**config.mk**
```make
export PLATFORM = sky130hd
export DESIGN_NAME = button_gesture_counter_top
export DESIGN_NICKNAME = d
export VERILOG_FILES = /design/src/rtl/bgc_pkg.sv /design/src/rtl/button_gesture_counter_top.sv
export SDC_FILE = /design/constraint.sdc
export NUM_CORES = 1
export LEC_CHECK = 0
export BUFFER_PORTS_ARGS = -buffer_cell sky130_fd_sc_hd__clkbuf_2
export CORE_ASPECT_RATIO = 1.75
export CORE_MARGIN = 10
export CORE_UTILIZATION = 50
export CTS_BUF_LIST = sky130_fd_sc_hd__clkbuf_16
export DETAILED_ROUTE_END_ITERATION = 7
export PLACE_DENSITY_LB_ADDON = 0.2
export SLEW_MARGIN = 20
export SYNTH_ARGS = -nofsm -noshare
export SYNTH_HDL_FRONTEND = slang
export SYNTH_SLANG_ARGS = --single-unit
```
**constraint.sdc**
```tcl
create_clock -name clk -period 5.5 [get_ports clk]
set_input_delay 0.825 -clock clk [delete_from_list [all_inputs] [get_ports clk]]
set_output_delay 0.825 -clock clk [all_outputs]
set_load 0.05 [all_outputs]
```
**src/rtl/bgc_pkg.sv**
```systemverilog
// ----------------------------------------------------------------------------
// bgc_pkg
// shared widths, reset values and event codes of the button gesture counter
// ----------------------------------------------------------------------------
package bgc_pkg;

	localparam int COUNT_WIDTH = 16;
	localparam int TIME_WIDTH  = 16;

	// configuration register widths and port sizes
	localparam int PERIOD_W  = 8;
	localparam int WINDOW_W  = 16;
	localparam int HOLD_W    = 16;
	localparam int CFG_W     = 16;
	localparam int CFG_IDX_W = 2;

	// stream payload widths
	localparam int GCOUNT_W  = 16;
	localparam int EVENT_W   = 3;
	localparam int S_DATA_W  = 8;
	localparam int M_DATA_W  = 24;
	localparam int M_USED_W  = GCOUNT_W + EVENT_W;

	// common width for age against threshold compares
	localparam int CMP_W = (TIME_WIDTH > HOLD_W) ? TIME_WIDTH : HOLD_W;

	// register indexes
	localparam logic [CFG_IDX_W-1:0] REG_PERIOD = 2'd0;
	localparam logic [CFG_IDX_W-1:0] REG_WINDOW = 2'd1;
	localparam logic [CFG_IDX_W-1:0] REG_HOLD   = 2'd2;

	// register reset values
	localparam logic [PERIOD_W-1:0] PERIOD_RST = 8'd100;
	localparam logic [WINDOW_W-1:0] WINDOW_RST = 16'd30;
	localparam logic [HOLD_W-1:0]   HOLD_RST   = 16'd50;

	// event codes
	localparam logic [EVENT_W-1:0] EV_NONE      = 3'd0;
	localparam logic [EVENT_W-1:0] EV_CLICK     = 3'd1;
	localparam logic [EVENT_W-1:0] EV_DOUBLE    = 3'd2;
	localparam logic [EVENT_W-1:0] EV_HOLD_STEP = 3'd3;
	localparam logic [EVENT_W-1:0] EV_HOLD_REL  = 3'd4;
	localparam logic [EVENT_W-1:0] EV_AUTO_DEC  = 3'd5;

	typedef logic [COUNT_WIDTH-1:0] count_t;
	typedef logic [TIME_WIDTH-1:0]  age_t;

endpackage

```
**src/rtl/button_gesture_counter_top.sv**
```systemverilog
// ----------------------------------------------------------------------------
// button_gesture_counter_top
// Takes one sampled active-low button level per item and returns one item with
// the saturating gesture count and the event of that tick. Clicks add one, a
// second click released inside the double-click window undoes the first +1
// and doubles the count, a held button adds one per tick past the hold time,
// and after each release the count decays by one every auto-decrement period.
// One item is accepted per clock cycle while the output is not stalled by
// m_tready; its result passes through the input register, then the result
// register. The rate is set by the gesture state, which is updated once per item.
// ----------------------------------------------------------------------------
module button_gesture_counter_top
	import bgc_pkg::*;
(
	input  logic                 clk,
	input  logic                 arst_n,
	input  logic                 s_tvalid,
	output logic                 s_tready,
	input  logic [S_DATA_W-1:0]  s_tdata,   // [0] button_level, rest zero
	output logic                 m_tvalid,
	input  logic                 m_tready,
	output logic [M_DATA_W-1:0]  m_tdata,   // [15:0] gesture_count, [18:16] event_code
	input  logic                 cfg_we,
	input  logic [CFG_IDX_W-1:0] cfg_index,
	input  logic [CFG_W-1:0]     cfg_data
);

	localparam count_t COUNT_MAX = '1;
	localparam age_t   TIME_MAX  = '1;

	// configuration
	logic [PERIOD_W-1:0] period_q;
	logic [WINDOW_W-1:0] window_q;
	logic [HOLD_W-1:0]   hold_q;

	// gesture state
	logic                last_level_q;
	count_t              count_q;
	logic [PERIOD_W-1:0] countdown_q;
	age_t                press_age_q;
	logic                window_open_q;
	age_t                window_age_q;

	// input stage
	logic valid_s1;
	logic level_s1;

	// result stage
	logic [GCOUNT_W-1:0] gcount_s2;
	logic [EVENT_W-1:0]  event_s2;

	logic advance;
	logic step;

	// next state
	logic                last_level_d;
	count_t              count_d;
	logic [PERIOD_W-1:0] countdown_d;
	age_t                press_age_d;
	logic                window_open_d;
	age_t                window_age_d;
	logic [EVENT_W-1:0]  event_d;

	assign advance  = !m_tvalid || m_tready;
	assign step     = valid_s1 && advance;
	assign s_tready = !valid_s1 || advance;

	always_ff @(posedge clk or negedge arst_n) begin
		if (!arst_n) begin
			period_q <= PERIOD_RST;
			window_q <= WINDOW_RST;
			hold_q   <= HOLD_RST;
		end else if (cfg_we) begin
			unique case (cfg_index)
				REG_PERIOD: period_q <= cfg_data[PERIOD_W-1:0];
				REG_WINDOW: window_q <= cfg_data[WINDOW_W-1:0];
				REG_HOLD:   hold_q   <= cfg_data[HOLD_W-1:0];
				default: ;
			endcase
		end
	end

	always_comb begin
		logic   pressed_long;
		count_t dec;
		press_age_d   = press_age_q;
		window_age_d  = window_age_q;
		countdown_d   = countdown_q;
		count_d       = count_q;
		window_open_d = window_open_q;
		last_level_d  = last_level_q;
		event_d       = EV_NONE;

		if (!last_level_q && press_age_q != TIME_MAX)
			press_age_d = press_age_q + 1'b1;
		if (window_open_q && window_age_q != TIME_MAX)
			window_age_d = window_age_q + 1'b1;

		// auto decrement countdown
		if (countdown_q != '0) begin
			countdown_d = countdown_q - 1'b1;
			if (countdown_d == '0 && count_q != '0) begin
				count_d     = count_q - 1'b1;
				countdown_d = period_q;
				event_d     = EV_AUTO_DEC;
			end
		end

		pressed_long = CMP_W'(press_age_d) > CMP_W'(hold_q);
		dec          = (count_d != '0) ? count_d - 1'b1 : '0;

		if (level_s1 == last_level_q) begin
			if (!level_s1 && pressed_long) begin
				if (count_d != COUNT_MAX)
					count_d = count_d + 1'b1;
				event_d = EV_HOLD_STEP;
			end
		end else begin
			last_level_d = level_s1;
			if (level_s1) begin
				countdown_d = period_q;
				if (pressed_long) begin
					window_open_d = 1'b0;
					event_d       = EV_HOLD_REL;
				end else if (window_open_q &&
				             CMP_W'(window_age_d) < CMP_W'(window_q)) begin
					// double click: undo the first +1, then double with saturation
					count_d       = dec[COUNT_WIDTH-1] ? COUNT_MAX
					                                   : {dec[COUNT_WIDTH-2:0], 1'b0};
					window_open_d = 1'b0;
					event_d       = EV_DOUBLE;
				end else begin
					if (count_d != COUNT_MAX)
						count_d = count_d + 1'b1;
					window_open_d = 1'b1;
					window_age_d  = '0;
					event_d       = EV_CLICK;
				end
			end else begin
				press_age_d = '0;
				countdown_d = '0;
			end
		end
	end

	always_ff @(posedge clk or negedge arst_n) begin
		if (!arst_n) begin
			last_level_q  <= 1'b1;
			count_q       <= '0;
			countdown_q   <= '0;
			press_age_q   <= '0;
			window_open_q <= 1'b0;
			window_age_q  <= '0;
		end else if (step) begin
			last_level_q  <= last_level_d;
			count_q       <= count_d;
			countdown_q   <= countdown_d;
			press_age_q   <= press_age_d;
			window_open_q <= window_open_d;
			window_age_q  <= window_age_d;
		end
	end

	always_ff @(posedge clk or negedge arst_n) begin
		if (!arst_n) begin
			valid_s1 <= 1'b0;
			m_tvalid <= 1'b0;
		end else begin
			if (s_tready)
				valid_s1 <= s_tvalid;
			if (advance)
				m_tvalid <= valid_s1;
		end
	end

	always_ff @(posedge clk) begin
		if (s_tvalid && s_tready)
			level_s1 <= s_tdata[0];
		if (step) begin
			gcount_s2 <= GCOUNT_W'(count_d);
			event_s2  <= event_d;
		end
	end

	assign m_tdata = {{(M_DATA_W - M_USED_W){1'b0}}, event_s2, gcount_s2};

	// the countdown is held off for the whole press
	a_no_countdown_pressed: assert property (@(posedge clk) disable iff (!arst_n)
		!last_level_q |-> countdown_q == '0)
		else $error("auto decrement countdown running while pressed");

	// a click always opens the double-click window
	a_click_opens_window: assert property (@(posedge clk) disable iff (!arst_n)
		step && event_d == EV_CLICK |=> window_open_q)
		else $error("click did not open the window");

	// a hold step never lowers the count
	a_hold_step_rises: assert property (@(posedge clk) disable iff (!arst_n)
		step && event_d == EV_HOLD_STEP |=> count_q >= $past(count_q))
		else $error("hold step lowered the count");

endmodule
```
==> flow_summary.yaml <==
floorplanning:
  die_height_um: 199
  die_area_um2: 24300
  core-area_um2: 18000
  fp.dieW_um: 122
  pin_count: 57
  rows: 65
  initial_utilization: 0.507
pwr:
  leakagePower_nw: 4.33
  clockPowerShare: 0.209
  ir_drop_mv: 0.265
  internal_power_mw: 2.72
  switching_power_mw: 2.40
  combPwrFrac: 0.515
  power.density_nw_per_um2: 494
  pwr-share-seq: 0.276
  swShare: 0.469
synthesis:
  synth_most_common_cell: "nand2_1"
  synth_edf_count: 20
  synth_top_area_cell: "dfrtp_1"
  ys_async_sr_fraction: 0.833
  synth-seq-cells: 120
  yosysSeqAreaShare: 0.342
  syn_area_um2: 9120
  synth.distinct_cells: 95
  synth_top_area_frac: 0.244
  syn_inst: 1031
  synth.top_cells.by_count: "nand2_1 (104), dfrtp_1 (89), nor2_1 (77), o21ai_0 (66), mux2_2 (53)"
  ys_top_cells_by_area: "dfrtp_1 (24%), edfxtp_1 (6.6%), mux2_2 (6.5%)"
  avgSynthCellArea_um2: 8.85
  synth_ff_type: "dfrtp_1"
  yosysWarnings: 0
cts:
  cts_hold_buffers: 0
  cts_resized: 0
  htree_levels: 4
  numCtsBuffers: 17
  clk_pin_slew_worst_paths_ns: 0.06
  cts_num_sinks: 120
  cts_tree: "built"
  clk_latency_ns: 0.43
  postCtsSetupRepairBufs: 0
  cts_root_buf: "clkbuf_16"
  cts.path.max_buffers: 2
cells_and_area:
  area_delta_synth_final_pct: 13.5
  finalInstanceArea_um2: 10400
  layout-drive-gt1-share: 0.215
  nNetsFinal: 1159
  finish.utilization: 0.576
  fillers: 1659
  diodes: 0
  stdcell_count: 1334
placement:
  placed_area_um2: 9740
  gp_congestion: 1.03
  port_buffers: 44
  placedCellCount: 1302
  dpl.hpwl_um: 21800
sta:
  whs_ns: 0.466
  finalHoldViolCount: 0
  rsz0062_at_grt: "false"
  setup_viol: 0
  period_needed_ns: 5.19
  maxSlewViolCount: 0
  fin_skew_ns: 0.00595
  tightest_slew_ns: 1.18
  fmax_mhz: 193
  slew_headroom: 0.210
  fin_crit_sh: 0.944
  fin_tns_setup_ns: 0
setup_path:
  worstPathRequired_ns: 5.77
  cp.arrival_ns: 5.46
  endpoint_kind: "flip-flop"
  critPathLaunchType: "flip-flop"
  crit_chain: "ha_1 -> nand4_1 -> nor4_1 -> or2_1 -> or4_1 -> nor2_1 -> and3_1 -> nand3_1 -> xnor2_1 -> ha_1 -> nand4_1 -> nor2_1 -> o311ai_0 -> a21o_1 -> nand2_1 -> nor2_1 -> mux2_2 -> a2111oi_4 -> a21o_1"
  rrSetupSlack_ns: 0.31
  crit_fanout: 6
  crit_top_cell: "nor2_1"
  slowest_stage: "or4_1"
  cp_slowest_stage_delay_ns: 0.58
  worstSetupPathType: "flip-flop to flip-flop"
route:
  drt_iter0_markers: 788
  vias: 8446
  wl_per_cell_um: 21.6
  avgViaCountPerCell: 6.33
  drc: 0
  first_pass_iters: 8
  drt-total-wl_um: 28800
  ant_nets: 0
global_route:
  grt_max_degree: 59
  antenna_found_initial: 0
  grt_usage: 0.240
  first_global_vias: 8377
  grt_pass1_wl_um: 45100
  grt-ovfl-total: 0
hold_path:
  hp-class: "input port to asynchronous set/reset pin"
run_status:
  outcome: "finished, final reports clean"
run:
  drv_cap: 0
-- metal layers --
metal / GRT usage / vias up / routed length, µm
li1: - / 3901 / -
met1: 0.231 / 4059 / 9820
met2: 0.432 / 349 / 15100
met3: 0.0440 / 137 / 1380
met4: 0.193 / 0 / 2550
met5: 0 / - / 0
-- state kept, by name, indices dropped and copies added, names as in the netlist --
name,flops
window_open_q,1
valid_s1,1
last_level_q,1
hold_q,16
press_age_q,16
event_s2,3
window_age_q,16
level_s1,1
countdown_q,8
window_q,16
gcount_s2,16
count_q,16
m_tvalid,1
period_q,8
-- worst paths after layout --
check                               start               to  cells after the start
max                        press_age_q[0]     gcount_s2[4]                     19
min                                arst_n   press_age_q[8]                      1
max reg2reg                press_age_q[0]     gcount_s2[4]                     19
min reg2reg                      valid_s1         m_tvalid                      1
max in group asynchronous          arst_n  window_age_q[3]                      2
min in group clk                 valid_s1         m_tvalid                      1
-- stage by stage --
stage | worst slack (ns) | total power [mW]
after floorplan | 0.776 | 3.14
after global placement | 0.279 | 3.94
after detailed placement | 0.145 | 3.98
after CTS | 0.116 | 5.07
after global routing | 0.0188 | 5.39
final | 0.307 | 5.11
-- cells by family after synthesis --
family          Yosys count  synth area share
simple gates            350             0.200
compound gates          280             0.208
flops                   120             0.342
buf+inv                 111            0.0528
xor+xnor                 71            0.0698
mux                      57            0.0704
fa+ha+maj                41            0.0562
other cells               1          0.000411
-- cells in the final DEF, fill, tap and decap left out, drive strengths merged, types with 41 or more instances in the layout --
cell type,count
ha,41
dfrtp,89
inv,54
clkbuf,61
nor2,78
mux2,54
buf,53
xnor2,44
nand2,104
o21ai,76
a21oi,53
-- worst max-delay path: cells and delay by family (launching register included) --
family / cells / cell delay [ns]
AO/OA/AOI/OAI: 4 / 1.27
AND/OR/NAND/NOR: 11 / 2.27
XOR/XNOR: 1 / 0.18
flip-flops: 1 / 0.43
adder cells (fa/ha/maj): 2 / 0.57
multiplexers: 1 / 0.31
-- power groups by stage --
| stage | clock network, mW | registers [mW] | logic (mW) |
|---|---|---|---|
| floorplan | 0 | 1.49 | 1.65 |
| global placement | 0 | 1.41 | 2.53 |
| detailed placement | 0 | 1.42 | 2.56 |
| CTS | 1.09 | 1.40 | 2.58 |
| global route | 1.12 | 1.43 | 2.84 |
| finish | 1.07 | 1.41 | 2.63 |
-- cell type report --
class / instances / area [µm²] / area share
multi-input cells: 804 / 5590 / 0.540
flip-flops and latches: 120 / 3120 / 0.301
repair buffers: 96 / 613 / 0.0592
clock buffers: 18 / 450 / 0.0435
well taps: 234 / 293 / 0.0283
inverters: 48 / 180 / 0.0174
clock inverters: 14 / 111 / 0.0108
No activity file was read; power rests on OpenSTA's default activity.
